===== src/hw/rtl/cfbs_pkg.sv =====
`default_nettype none

package cfbs_pkg;

	localparam int unsigned ID_W          = 11;
	localparam int unsigned DLC_W         = 4;
	localparam int unsigned BYTE_W        = 8;
	localparam int unsigned CKSUM_W       = 15;
	localparam int unsigned RUN_W         = 3;
	localparam int unsigned REM_W         = 4;

	// stuffed region: SOF, ID, RTR, IDE, r0, DLC, then checksum on the closing item
	localparam int unsigned HDR_BITS      = 1 + ID_W + 3 + DLC_W;
	localparam int unsigned FIELD_W       = HDR_BITS + CKSUM_W;
	localparam int unsigned NBITS_W       = $clog2(FIELD_W + 1);

	localparam int unsigned INTERFRAME_BITS = 3;
	localparam int unsigned EOF_BITS        = 7;
	localparam int unsigned TAIL_BITS       = 3 + EOF_BITS;
	localparam int unsigned PRE_W           = $clog2(INTERFRAME_BITS + 1);
	localparam int unsigned POST_W          = $clog2(TAIL_BITS + 1);

	localparam int unsigned RESULT_LIMIT  = 56;
	localparam int unsigned EMIT_W        = $clog2(RESULT_LIMIT);

	localparam logic OP_HEADER = 1'b0;
	localparam logic OP_DATA   = 1'b1;

	typedef struct packed {
		logic               header;
		logic               finish;
		logic [FIELD_W-1:0] bits;
		logic [NBITS_W-1:0] nbits;
	} cmd_t;

	typedef enum logic [2:0] {
		BK_IDLE,
		BK_PRE,
		BK_DATA,
		BK_STUFF,
		BK_POST
	} bk_state_t;

endpackage

`default_nettype wire


===== src/hw/rtl/cfbs_front.sv =====
`default_nettype none

module cfbs_front #(
	parameter int unsigned MAX_DATA_BYTES = 8
) (
	input  wire logic                         clk,
	input  wire logic                         arst_n,
	input  wire logic                         in_valid,
	output logic                              in_ready,
	input  wire logic                         operation,
	input  wire logic [cfbs_pkg::ID_W-1:0]    identifier,
	input  wire logic [cfbs_pkg::DLC_W-1:0]   length_code,
	input  wire logic [cfbs_pkg::BYTE_W-1:0]  payload_byte,
	output logic                              cmd_valid,
	input  wire logic                         cmd_ready,
	output cfbs_pkg::cmd_t                    cmd
);

	logic                           frame_open_q;
	logic [cfbs_pkg::REM_W-1:0]     bytes_rem_q;
	logic [cfbs_pkg::CKSUM_W-1:0]   cksum_q;

	logic                           accept;
	logic [cfbs_pkg::REM_W-1:0]     hdr_rem;
	logic [cfbs_pkg::REM_W-1:0]     data_rem;
	logic [cfbs_pkg::CKSUM_W-1:0]   cksum_sum;
	logic                           stray;

	assign in_ready = cmd_ready;
	assign accept   = in_valid && in_ready;

	always_comb begin
		hdr_rem   = (length_code > cfbs_pkg::DLC_W'(MAX_DATA_BYTES))
			? cfbs_pkg::REM_W'(MAX_DATA_BYTES) : length_code;
		data_rem  = bytes_rem_q - cfbs_pkg::REM_W'(1);
		cksum_sum = cksum_q + cfbs_pkg::CKSUM_W'(payload_byte);
		stray     = !frame_open_q || (bytes_rem_q == '0);
	end

	// classify the item and build the bit field the back end will stuff
	always_comb begin
		cmd = '0;
		if (operation == cfbs_pkg::OP_HEADER) begin
			cmd.header = 1'b1;
			cmd.finish = (hdr_rem == '0);
			cmd.bits   = {1'b0, identifier, 1'b1, 1'b0, 1'b0, length_code,
				{cfbs_pkg::CKSUM_W{1'b0}}};
			cmd.nbits  = cmd.finish ? cfbs_pkg::NBITS_W'(cfbs_pkg::FIELD_W)
				: cfbs_pkg::NBITS_W'(cfbs_pkg::HDR_BITS);
		end else begin
			cmd.header = 1'b0;
			cmd.finish = (data_rem == '0);
			cmd.bits   = {payload_byte, cksum_sum,
				{(cfbs_pkg::FIELD_W - cfbs_pkg::BYTE_W - cfbs_pkg::CKSUM_W){1'b0}}};
			cmd.nbits  = cmd.finish
				? cfbs_pkg::NBITS_W'(cfbs_pkg::BYTE_W + cfbs_pkg::CKSUM_W)
				: cfbs_pkg::NBITS_W'(cfbs_pkg::BYTE_W);
		end
	end

	// stray data bytes are swallowed here
	assign cmd_valid = in_valid && ((operation == cfbs_pkg::OP_HEADER) || !stray);

	always_ff @(posedge clk or negedge arst_n) begin
		if (!arst_n) begin
			frame_open_q <= 1'b0;
			bytes_rem_q  <= '0;
			cksum_q      <= '0;
		end else if (accept) begin
			if (operation == cfbs_pkg::OP_HEADER) begin
				cksum_q      <= '0;
				bytes_rem_q  <= hdr_rem;
				frame_open_q <= (hdr_rem != '0);
			end else if (!stray) begin
				cksum_q      <= cksum_sum;
				bytes_rem_q  <= data_rem;
				frame_open_q <= (data_rem != '0);
			end
		end
	end

endmodule

`default_nettype wire


===== src/hw/rtl/cfbs_queue.sv =====
`default_nettype none

module cfbs_queue (
	input  wire logic           clk,
	input  wire logic           arst_n,
	input  wire logic           wr_valid,
	output logic                wr_ready,
	input  wire cfbs_pkg::cmd_t wr_data,
	output logic                rd_valid,
	input  wire logic           rd_ready,
	output cfbs_pkg::cmd_t      rd_data
);

	cfbs_pkg::cmd_t slot_q [2];
	logic           wr_ptr_q;
	logic           rd_ptr_q;
	logic [1:0]     count_q;
	logic           push;
	logic           pop;

	assign wr_ready = (count_q != 2'd2);
	assign rd_valid = (count_q != 2'd0);
	assign push     = wr_valid && wr_ready;
	assign pop      = rd_valid && rd_ready;
	assign rd_data  = slot_q[rd_ptr_q];

	always_ff @(posedge clk) begin
		if (push) begin
			slot_q[wr_ptr_q] <= wr_data;
		end
	end

	always_ff @(posedge clk or negedge arst_n) begin
		if (!arst_n) begin
			wr_ptr_q <= 1'b0;
			rd_ptr_q <= 1'b0;
			count_q  <= 2'd0;
		end else begin
			if (push) begin
				wr_ptr_q <= ~wr_ptr_q;
			end
			if (pop) begin
				rd_ptr_q <= ~rd_ptr_q;
			end
			if (push && !pop) begin
				count_q <= count_q + 2'd1;
			end else if (pop && !push) begin
				count_q <= count_q - 2'd1;
			end
		end
	end

endmodule

`default_nettype wire


===== src/hw/rtl/cfbs_back.sv =====
`default_nettype none

module cfbs_back #(
	parameter int unsigned STUFF_RUN = 5
) (
	input  wire logic           clk,
	input  wire logic           arst_n,
	input  wire logic           cmd_valid,
	output logic                cmd_ready,
	input  wire cfbs_pkg::cmd_t cmd,
	output logic                out_valid,
	input  wire logic           out_ready,
	output logic                bus_level,
	output logic                stuff_bit,
	output logic                last_bit
);

	cfbs_pkg::bk_state_t            state_q;
	cfbs_pkg::bk_state_t            state_d;

	logic [cfbs_pkg::FIELD_W-1:0]   bits_q;
	logic [cfbs_pkg::NBITS_W-1:0]   bit_cnt_q;
	logic [cfbs_pkg::PRE_W-1:0]     pre_cnt_q;
	logic [cfbs_pkg::POST_W-1:0]    post_cnt_q;
	logic [cfbs_pkg::EMIT_W-1:0]    emit_cnt_q;
	logic                           run_level_q;
	logic [cfbs_pkg::RUN_W-1:0]     run_len_q;
	logic                           out_valid_q;
	logic                           bus_level_q;
	logic                           stuff_bit_q;
	logic                           last_bit_q;

	logic                           adv;
	logic                           load;
	logic                           lvl_data;
	logic [cfbs_pkg::RUN_W-1:0]     run_next;
	logic                           stuff_now;
	logic                           emit_level;
	logic                           limit_hit;
	cfbs_pkg::bk_state_t            tail_state;

	assign adv       = (state_q != cfbs_pkg::BK_IDLE) && (!out_valid_q || out_ready);
	assign load      = (state_q == cfbs_pkg::BK_IDLE) && cmd_valid;
	assign cmd_ready = (state_q == cfbs_pkg::BK_IDLE);

	// bit values and stuffing decision for the current cycle
	always_comb begin
		lvl_data   = bits_q[cfbs_pkg::FIELD_W-1];
		run_next   = ((run_len_q != '0) && (lvl_data == run_level_q))
			? run_len_q + cfbs_pkg::RUN_W'(1) : cfbs_pkg::RUN_W'(1);
		stuff_now  = (run_next >= cfbs_pkg::RUN_W'(STUFF_RUN));
		limit_hit  = (emit_cnt_q == cfbs_pkg::EMIT_W'(cfbs_pkg::RESULT_LIMIT - 1));
		tail_state = (post_cnt_q != '0) ? cfbs_pkg::BK_POST : cfbs_pkg::BK_IDLE;
		case (state_q)
			cfbs_pkg::BK_DATA:  emit_level = lvl_data;
			cfbs_pkg::BK_STUFF: emit_level = run_level_q;
			default:            emit_level = 1'b1;
		endcase
	end

	always_comb begin
		state_d = state_q;
		case (state_q)
			cfbs_pkg::BK_IDLE: begin
				if (cmd_valid) begin
					state_d = cmd.header ? cfbs_pkg::BK_PRE : cfbs_pkg::BK_DATA;
				end
			end
			cfbs_pkg::BK_PRE: begin
				if (adv && (pre_cnt_q == cfbs_pkg::PRE_W'(1))) begin
					state_d = cfbs_pkg::BK_DATA;
				end
			end
			cfbs_pkg::BK_DATA: begin
				if (adv) begin
					if (stuff_now) begin
						state_d = cfbs_pkg::BK_STUFF;
					end else if (bit_cnt_q > cfbs_pkg::NBITS_W'(1)) begin
						state_d = cfbs_pkg::BK_DATA;
					end else begin
						state_d = tail_state;
					end
				end
			end
			cfbs_pkg::BK_STUFF: begin
				if (adv) begin
					state_d = (bit_cnt_q != '0) ? cfbs_pkg::BK_DATA : tail_state;
				end
			end
			cfbs_pkg::BK_POST: begin
				if (adv && (post_cnt_q == cfbs_pkg::POST_W'(1))) begin
					state_d = cfbs_pkg::BK_IDLE;
				end
			end
			default: state_d = cfbs_pkg::BK_IDLE;
		endcase
		// result cap per item: anything beyond is dropped
		if (adv && limit_hit) begin
			state_d = cfbs_pkg::BK_IDLE;
		end
	end

	always_ff @(posedge clk or negedge arst_n) begin
		if (!arst_n) begin
			state_q     <= cfbs_pkg::BK_IDLE;
			out_valid_q <= 1'b0;
			bit_cnt_q   <= '0;
			pre_cnt_q   <= '0;
			post_cnt_q  <= '0;
			emit_cnt_q  <= '0;
			run_level_q <= 1'b1;
			run_len_q   <= '0;
		end else begin
			state_q <= state_d;
			if (adv) begin
				out_valid_q <= 1'b1;
			end else if (out_ready) begin
				out_valid_q <= 1'b0;
			end
			if (load) begin
				bit_cnt_q  <= cmd.nbits;
				pre_cnt_q  <= cfbs_pkg::PRE_W'(cfbs_pkg::INTERFRAME_BITS);
				post_cnt_q <= cmd.finish ? cfbs_pkg::POST_W'(cfbs_pkg::TAIL_BITS) : '0;
				emit_cnt_q <= '0;
				if (cmd.header) begin
					run_level_q <= 1'b1;
					run_len_q   <= '0;
				end
			end else if (adv) begin
				emit_cnt_q <= emit_cnt_q + cfbs_pkg::EMIT_W'(1);
				case (state_q)
					cfbs_pkg::BK_PRE: pre_cnt_q <= pre_cnt_q - cfbs_pkg::PRE_W'(1);
					cfbs_pkg::BK_DATA: begin
						bit_cnt_q   <= bit_cnt_q - cfbs_pkg::NBITS_W'(1);
						run_level_q <= stuff_now ? ~lvl_data : lvl_data;
						run_len_q   <= stuff_now ? cfbs_pkg::RUN_W'(1) : run_next;
					end
					cfbs_pkg::BK_POST: post_cnt_q <= post_cnt_q - cfbs_pkg::POST_W'(1);
					default: ;
				endcase
			end
		end
	end

	always_ff @(posedge clk) begin
		if (load) begin
			bits_q <= cmd.bits;
		end else if (adv && (state_q == cfbs_pkg::BK_DATA)) begin
			bits_q <= {bits_q[cfbs_pkg::FIELD_W-2:0], 1'b0};
		end
		if (adv) begin
			bus_level_q <= emit_level;
			stuff_bit_q <= (state_q == cfbs_pkg::BK_STUFF);
			last_bit_q  <= (state_d == cfbs_pkg::BK_IDLE);
		end
	end

	assign out_valid = out_valid_q;
	assign bus_level = bus_level_q;
	assign stuff_bit = stuff_bit_q;
	assign last_bit  = last_bit_q;

endmodule

`default_nettype wire


===== src/hw/rtl/can_frame_bit_serializer_top.sv =====
// channel  handshake             payload
// in       in_valid / in_ready   operation, identifier, length_code, payload_byte
// out      out_valid / out_ready bus_level, stuff_bit, last_bit
//
// One bus bit leaves per cycle while out_ready does not stall it, once an item
// reaches the serializer, which loads each item from the two-entry command queue.
// The bits an item produces depend on field length, stuff bits and the closing
// checksum and tail, with a hard cap of 56 bits.
// Reset clears frame tracking, run state and the queue; no clearing pass.
// Output stalls hold the serializer; the queue lets the front keep accepting.

`default_nettype none

module can_frame_bit_serializer_top #(
	parameter int unsigned MAX_DATA_BYTES = 8,
	parameter int unsigned STUFF_RUN      = 5
) (
	input  wire logic                         clk,
	input  wire logic                         arst_n,
	input  wire logic                         in_valid,
	output logic                              in_ready,
	input  wire logic                         operation,
	input  wire logic [cfbs_pkg::ID_W-1:0]    identifier,
	input  wire logic [cfbs_pkg::DLC_W-1:0]   length_code,
	input  wire logic [cfbs_pkg::BYTE_W-1:0]  payload_byte,
	output logic                              out_valid,
	input  wire logic                         out_ready,
	output logic                              bus_level,
	output logic                              stuff_bit,
	output logic                              last_bit
);

	logic           fq_valid;
	logic           fq_ready;
	cfbs_pkg::cmd_t fq_cmd;
	logic           qb_valid;
	logic           qb_ready;
	cfbs_pkg::cmd_t qb_cmd;

	cfbs_front #(
		.MAX_DATA_BYTES(MAX_DATA_BYTES)
	) u_front (
		.clk          (clk),
		.arst_n       (arst_n),
		.in_valid     (in_valid),
		.in_ready     (in_ready),
		.operation    (operation),
		.identifier   (identifier),
		.length_code  (length_code),
		.payload_byte (payload_byte),
		.cmd_valid    (fq_valid),
		.cmd_ready    (fq_ready),
		.cmd          (fq_cmd)
	);

	cfbs_queue u_queue (
		.clk      (clk),
		.arst_n   (arst_n),
		.wr_valid (fq_valid),
		.wr_ready (fq_ready),
		.wr_data  (fq_cmd),
		.rd_valid (qb_valid),
		.rd_ready (qb_ready),
		.rd_data  (qb_cmd)
	);

	cfbs_back #(
		.STUFF_RUN(STUFF_RUN)
	) u_back (
		.clk       (clk),
		.arst_n    (arst_n),
		.cmd_valid (qb_valid),
		.cmd_ready (qb_ready),
		.cmd       (qb_cmd),
		.out_valid (out_valid),
		.out_ready (out_ready),
		.bus_level (bus_level),
		.stuff_bit (stuff_bit),
		.last_bit  (last_bit)
	);

endmodule

`default_nettype wire


===== config.mk =====
export PLATFORM = sky130hd
export DESIGN_NAME = can_frame_bit_serializer_top
export DESIGN_NICKNAME = d
export VERILOG_FILES = /design/src/hw/rtl/cfbs_pkg.sv /design/src/hw/rtl/cfbs_front.sv /design/src/hw/rtl/cfbs_queue.sv /design/src/hw/rtl/cfbs_back.sv /design/src/hw/rtl/can_frame_bit_serializer_top.sv
export SDC_FILE = /design/constraint.sdc
export NUM_CORES = 1
export LEC_CHECK = 0
export ABC_AREA = 1
export BUFFER_PORTS_ARGS = -buffer_cell sky130_fd_sc_hd__buf_2
export CAP_MARGIN = 10
export CORE_AREA = 2 2 133 135
export CTS_CLUSTER_SIZE = 40
export DETAILED_ROUTE_END_ITERATION = 6
export DIE_AREA = 0 0 135 137
export PLACE_DENSITY = 0.66
export SKIP_CTS_REPAIR_TIMING = 1
export SYNTH_ARGS = -nofsm -noshare
export SYNTH_HDL_FRONTEND = slang
export SYNTH_SLANG_ARGS = --single-unit

===== constraint.sdc =====
create_clock -name clk -period 3.2 [get_ports clk]
set_input_delay 0.32 -clock clk [delete_from_list [all_inputs] [get_ports clk]]
set_output_delay 0.32 -clock clk [all_outputs]
set_load 0.005 [all_outputs]

==> impl_metrics.json, run 1 <==
{
  "outcome": "finished clean",
  "num_vias": 4851,
  "synth_seq_cells": 136,
  "clockBufferDepth": 2,
  "syn_area_um2": 6670,
  "clk_pin_slew_worst_paths_ns": 0.06,
  "critPathLaunch": "u_queue.count_q[0]",
  "async_flop_share_pct": 36.8,
  "fp.dieW_um": 135,
  "stdcell_count": 971,
  "final_core_util_pct": 44.7,
  "cts_tree": "built",
  "rsz0062_at_grt": "false",
  "fin_setup_tns_ns": 0,
  "worstMarginPinSlew_ns": 0.901,
  "syn_nets": 742,
  "gp_congestion": 0.886,
  "critPathKind": "register to register",
  "grt_antenna_before_repair": 1,
  "area_growth_pct": 14.3,
  "r2r-start": "u_queue.count_q[0]",
  "maxCapViolCount": 0,
  "io_pins": 33,
  "start_util_pct": 39.1,
  "num_rows": 48,
  "synth_edf_count": 86,
  "drive_above_1_share_pct": 13.7,
  "fmax_mhz": 448,
  "synth.most_common_cell": "nand2_1",
  "ys_seq_area_share_pct": 57.5,
  "period_share_pct": 69.8,
  "synth_cells": 693,
  "via_per_inst": 5.00,
  "core_um2": 17100,
  "nets": 781,
  "cts_max_level": 4,
  "hold_ws_ns": 0.217,
  "setup_viol": 0,
  "ys.flop_type": "edfxtp_1",
  "die-area_um2": 18500,
  "post-route-worst-setup-slack_ns": 0.966,
  "synth_top_area_cell": "edfxtp_1",
  "period_needed_ns": 2.23,
  "drc": 0,
  "numCtsBuffers": 17,
  "drtIter0Drc": 377,
  "final_max_slew_viol_count": 0,
  "finClkSkew_ns": 0.00952,
  "grt_overflow": 0,
  "grt_pass1_vias": 4772,
  "irDropWorstVdd_uv": 488,
  "hold_class": "primary input to register",
  "grt_max_degree": 35,
  "hold_violations": 0,
  "critPathMaxFanout": 34,
  "post_drt_wl_per_cell_um": 14.6,
  "ys_types": 50,
  "start_kind": "register",
  "place_ws_ns": 0.978,
  "regToRegSetupSlack_ns": 0.97,
  "die_h_um": 137,
  "place_hpwl_um": 9700,
  "power_density_nw_per_um2": 965,
  "worst_ep_required_time_ns": 3.50,
  "grt_use_total_pct": 16.9,
  "p_leak_nw": 3.36,
  "yosys-top-cells-count": "nand2_1, edfxtp_1, nor2_1",
  "firstDrtPassIters": 5,
  "cts_sinks": 136,
  "grt_pass1_wl_um": 24200,
  "portBuffers": 32,
  "endpoint_kind": "register",
  "ys_top_cells_by_area": "edfxtp_1, dfrtp_1, nand2_1, nor2_1, ha_1",
  "final_antenna_net_count": 0,
  "yosysWarnings": 0,
  "synth.avg_cell_area_um2": 9.62,
  "cts-root-buf": "clkbuf_16",
  "crit_arrival_ns": 2.53,
  "synth_top_area_share_pct": 38.7,
  "wirelength_um": 14200,
  "slew_headroom_pct": 39.8,
  "holdCritStartpoint": "identifier[4]",
  "clock_latency_ns": 0.42,
  "dp_cells": 937
}
==> worst max-delay path: stages, from the launching register on <==
cell	delay (ns)
dfrtp_1	0.39
inv_1	0.12
nand2_1	0.15
nand2_4	0.32
buf_4	0.42
ha_1	0.33
a21oi_1	0.11
o21ai_0	0.10
xor2_1	0.15
==> cells by family (layout without fill, tap and decap cells) <==
kind of cell / count (synthesis) / count (layout) / synth area share, %
other cells: 0 / 1 / 0
fa+ha+maj: 21 / 21 / 4.05
flops: 136 / 136 / 57.5
simple gates: 337 / 337 / 22.2
compound gates: 103 / 103 / 9.38
buf+inv: 84 / 136 / 5.26
xor+xnor: 10 / 10 / 1.31
mux: 2 / 2 / 0.300
==> layer usage <==
layer | vias up | part of all wire, % | routed length, um | GRT usage (%)
met5 | - | 0 | 0 | 0
met4 | 0 | 1.6 | 234 | 5.79
met3 | 20 | 4.9 | 698 | 3.67
met2 | 104 | 47 | 6670 | 27.9
met1 | 2303 | 47 | 6610 | 22.3
li1 | 2424 | - | - | -
==> sequential cells by signal (all words and copies together) (netlist names), 2 cells and up <==
| signal | cells |
|---|---|
| u_back.bit_cnt_q | 6 |
| u_back.bits_q | 23 |
| u_back.emit_cnt_q | 6 |
| u_back.post_cnt_q | 4 |
| u_back.pre_cnt_q | 2 |
| u_back.run_len_q | 3 |
| u_back.state_q | 3 |
| u_front.bytes_rem_q | 4 |
| u_front.cksum_q | 15 |
| u_queue.count_q | 2 |
| u_queue.slot_q | 60 |
==> stage by stage <==
stage	instance area [um2]	power, mW
floorplan	6670	4.93
global placement	7060	5.55
detailed placement	7060	5.60
CTS	7610	7.42
global route	7620	7.94
finish	7620	7.35
==> cell usage in the layout, fill, tap and decap left out, types with 3 or more instances in the layout <==
cell | netlist | final
nand4_1 | 10 | 10
o22ai_1 | 3 | 3
a21oi_1 | 23 | 23
nand3_1 | 29 | 29
nor2_4 | 3 | 3
inv_6 | 0 | 4
nand2_1 | 183 | 183
buf_2 | 12 | 32
a31oi_1 | 3 | 3
nor3_1 | 4 | 4
ha_1 | 20 | 20
inv_1 | 54 | 54
o21ai_0 | 37 | 37
xnor2_1 | 4 | 4
clkbuf_16 | 0 | 17
buf_4 | 1 | 9
xor2_1 | 6 | 6
edfxtp_1 | 86 | 86
nor2_1 | 85 | 83
o211ai_1 | 5 | 5
o31ai_1 | 22 | 22
clkinv_4 | 0 | 4
nand3b_1 | 3 | 3
or2_2 | 4 | 4
dfrtp_1 | 49 | 49
inv_2 | 8 | 8
nor2_2 | 2 | 4
==> power breakdown <==
part	internal (mW)	leakage, nW	switching, mW
Combinational	0.838	1.66	1.75
Clock	1.00	0.267	0.792
Sequential	2.68	1.43	0.283
==> path summary, 6_finish.rpt <==
| kind | to | cells past startpoint |
|---|---|---|
| setup / recovery | u_queue.count_q[1] | 8 |
| max in group asynchronous | u_front.bytes_rem_q[3] | 3 |
| setup reg to reg | u_queue.count_q[1] | 8 |
| min in group asynchronous | u_queue.rd_ptr_q | 2 |
| hold / removal | u_queue.slot_q[0][32] | 3 |
| hold reg to reg | u_queue.count_q[0] | 1 |
==> layout make-up <==
cell class                 instances  area [um2]
inverter                          62         233
tap                              225         282
antenna                            1        2.50
clock buffer                      17         425
fill                            1644        9440
multi-input combinational        473        2490
sequential                       136        3830
clock inverter                    15         118
timing repair buffer              42         238
(Power assumes the default switching activity.)
==> run 2: changes to the inputs <==
--- a/config.mk
+++ b/config.mk
@@ -5,14 +5,14 @@
 export SDC_FILE = /design/constraint.sdc
 export NUM_CORES = 1
 export LEC_CHECK = 0
-export ABC_AREA = 1
+export ABC_AREA = 0
 export BUFFER_PORTS_ARGS = -buffer_cell sky130_fd_sc_hd__buf_2
 export CAP_MARGIN = 10
-export CORE_AREA = 2 2 133 135
+export CORE_AREA = 2 2 132 134
 export CTS_CLUSTER_SIZE = 40
 export DETAILED_ROUTE_END_ITERATION = 6
-export DIE_AREA = 0 0 135 137
-export PLACE_DENSITY = 0.66
+export DIE_AREA = 0 0 134 136
+export PLACE_DENSITY = 0.69
 export SKIP_CTS_REPAIR_TIMING = 1
 export SYNTH_ARGS = -nofsm -noshare
 export SYNTH_HDL_FRONTEND = slang
==> constraint.sdc (replaced) <==
create_clock -name clk -period 1.99 [get_ports clk]
set_input_delay 0.199 -clock clk [delete_from_list [all_inputs] [get_ports clk]]
set_output_delay 0.199 -clock clk [all_outputs]
set_load 0.005 [all_outputs]
==> impl_metrics.json, run 2 <==
{
  "outcome": "finished, violations left",
  "violations": "setup timing",
  "synth_top_area_cell": "edfxtp_1",
  "ys_types": 72,
  "synth_seq_cells": 136,
  "grt_max_degree": 51,
  "grt_overflow": 0,
  "fin_setup_tns_ns": -1.56,
  "slew_headroom_pct": 64.3,
  "final_common_cell": "edfxtp_1",
  "period_needed_ns": 2.11,
  "synth_edf_count": 86,
  "drc": 0,
  "endpoint_kind": "register",
  "yosysWarnings": 0,
  "crit_arrival_ns": 2.42,
  "grt_antenna_before_repair": 0,
  "min_path_cells": 2,
  "yosys-top-cells-count": "edfxtp_1, nand2_1, dfrtp_1",
  "place_hpwl_um": 9760,
  "synth_top_area_share_pct": 39.0,
  "clockBufferDepth": 2,
  "grt_pass1_wl_um": 23500,
  "post_dp_cell_area_um2": 7450,
  "syn_nets": 606,
  "via_per_inst": 5.23,
  "maxCapViolCount": 0,
  "start_kind": "register",
  "start_util_pct": 39.3,
  "ys_seq_area_share_pct": 57.9,
  "rsz0062_at_grt": "true",
  "regToRegSetupSlack_ns": -0.12,
  "numCtsBuffers": 17,
  "critPathKind": "register to register",
  "cts_sinks": 136,
  "core_um2": 16900,
  "dp_cells": 843,
  "die-area_um2": 18200,
  "irDropWorstVdd_uv": 778,
  "synth_cells": 557,
  "route.met2.wl_um": 7540,
  "drtIter0Drc": 391,
  "syn_area_um2": 6630,
  "holdCritStartpoint": "identifier[5]",
  "clk_pin_slew_worst_paths_ns": 0.06,
  "clock_latency_ns": 0.42,
  "area_growth_pct": 26.2,
  "synth.most_common_cell": "edfxtp_1",
  "r2r-start": "u_front.cksum_q[0]",
  "multi_input_comb_area_um2": 2810,
  "num_vias": 4620,
  "reg2regPathDepth": 9,
  "power_density_nw_per_um2": 1660,
  "period_share_pct": 106,
  "ys_top_cells_by_area": "edfxtp_1, dfrtp_1, mux2i_1, nand2_1, ha_1",
  "gp_congestion": 0.873,
  "top_register": "u_queue.slot_q",
  "r2r-end": "u_front.cksum_q[10]",
  "final-seq-area_um2": 3830,
  "reg_top3": "u_queue.slot_q: 60 flops, u_back.bits_q: 23 flops, u_front.cksum_q: 15 flops",
  "wl_met1_um": 6740,
  "place_ws_ns": -0.246,
  "drive_above_1_share_pct": 27.8,
  "die_h_um": 136,
  "p_leak_nw": 3.42,
  "stdcell_count": 883,
  "grt_use_total_pct": 16.7,
  "largest_register_ffs": 60,
  "portBuffers": 32,
  "async_flop_share_pct": 36.8,
  "num_rows": 48,
  "grt_pass1_vias": 4734,
  "final_cell_area_um2": 8370,
  "antenna-diode-count": 0,
  "final_antenna_net_count": 0,
  "cts-root-buf": "clkbuf_16",
  "final_max_slew_viol_count": 0,
  "wirelength_um": 15000,
  "hold_end": "u_queue.slot_q[1][33]",
  "firstDrtPassIters": 5,
  "power_mw": 13.9,
  "critPathLaunch": "u_front.cksum_q[0]",
  "post_drt_wl_per_cell_um": 17.0,
  "hold_class": "primary input to register",
  "highest_layer": "met4",
  "hold_ws_ns": 0.105,
  "layout_common_cells": "edfxtp_1, nand2_1, buf_4",
  "cts_max_level": 4,
  "fmax_mhz": 473,
  "cts_tree": "built",
  "finClkSkew_ns": 0.00666,
  "post-route-worst-setup-slack_ns": -0.125,
  "ys.flop_type": "edfxtp_1",
  "worstMarginPinSlew_ns": 0.536,
  "hold_violations": 0,
  "critPathMaxFanout": 4,
  "synth.avg_cell_area_um2": 11.9,
  "worst_ep_required_time_ns": 2.29,
  "setup_viol": 26,
  "nets": 694,
  "io_pins": 33,
  "fp.dieW_um": 134,
  "nFillCells": 1421,
  "met3_wirelength_um": 464,
  "final_core_util_pct": 49.6
}
-- run 2: cell types whose count changed after synthesis, moves of 7 or more --
cell | before | now
a21oi_1 | 23 | 9
inv_1 | 54 | 21
inv_2 | 8 | 0
mux2_2 | 0 | 10
mux2i_1 | 2 | 35
nand2_1 | 183 | 67
nand3_1 | 29 | 11
nand4_1 | 10 | 3
nor2_1 | 85 | 32
nor3_1 | 4 | 12
o21ai_0 | 37 | 46
o31ai_1 | 22 | 3
xor2_1 | 6 | 15
-- run 2: area by class of cell --
cell class | count | share of cell area [%]
sequential | 136 | 45.8
multi-input combinational | 375 | 33.6
timing repair buffer | 92 | 8.17
clock buffer | 19 | 5.29
tap | 225 | 3.37
clock inverter | 13 | 2.68
inverter | 23 | 1.09
-- run 2: worst max-delay path, stage by stage, from the launching register on --
cell and delay [ns]:
dfrtp_1 0.40, ha_4 0.17, fa_2 0.36, a211oi_4 0.28, buf_4 0.17, o21ai_4 0.07
nand4_1 0.15, buf_4 0.13, mux2i_1 0.18, o21ai_1 0.07
-- run 2: worst max-delay path by stage --
stage | to | slack (ns) | cells past startpoint
global route | u_front.cksum_q[10] | -0.22 | 9
finish | u_front.cksum_q[10] | -0.12 | 9
detailed placement | u_queue.slot_q[1][28] | -0.25 | 6
global placement | u_front.cksum_q[6] | -0.15 | 7
floorplan | u_queue.slot_q[0][17] | -0.29 | 8
CTS | u_queue.slot_q[1][28] | -0.34 | 6
-- run 2: cells by family after synthesis --
| kind of cell | count (synthesis) | share of synthesized area, % |
|---|---|---|
| and+or+nand+nor | 168 | 12.2 |
| xor gates and xnor gates | 24 | 3.17 |
| DFF | 136 | 57.9 |
| adders and majority gates | 22 | 4.23 |
| muxes | 48 | 7.66 |
| buffers and inverters | 47 | 3.32 |
| AOI/OAI and AO/OA | 112 | 11.6 |
-- run 2: metal layers --
layer  global-route usage [%]  up-vias
li1                         -     2211
met1                     20.6     2293
met2                     28.2       88
met3                     3.80       28
met4                     7.15        0
met5                        0        -
-- run 2: power breakdown --
group,leakage [nW],switching (mW),internal (mW)
Sequential,1.43,0.556,4.32
Combinational,1.66,3.04,2.45
Clock,0.325,1.19,2.38
Total,3.42,4.79,9.14
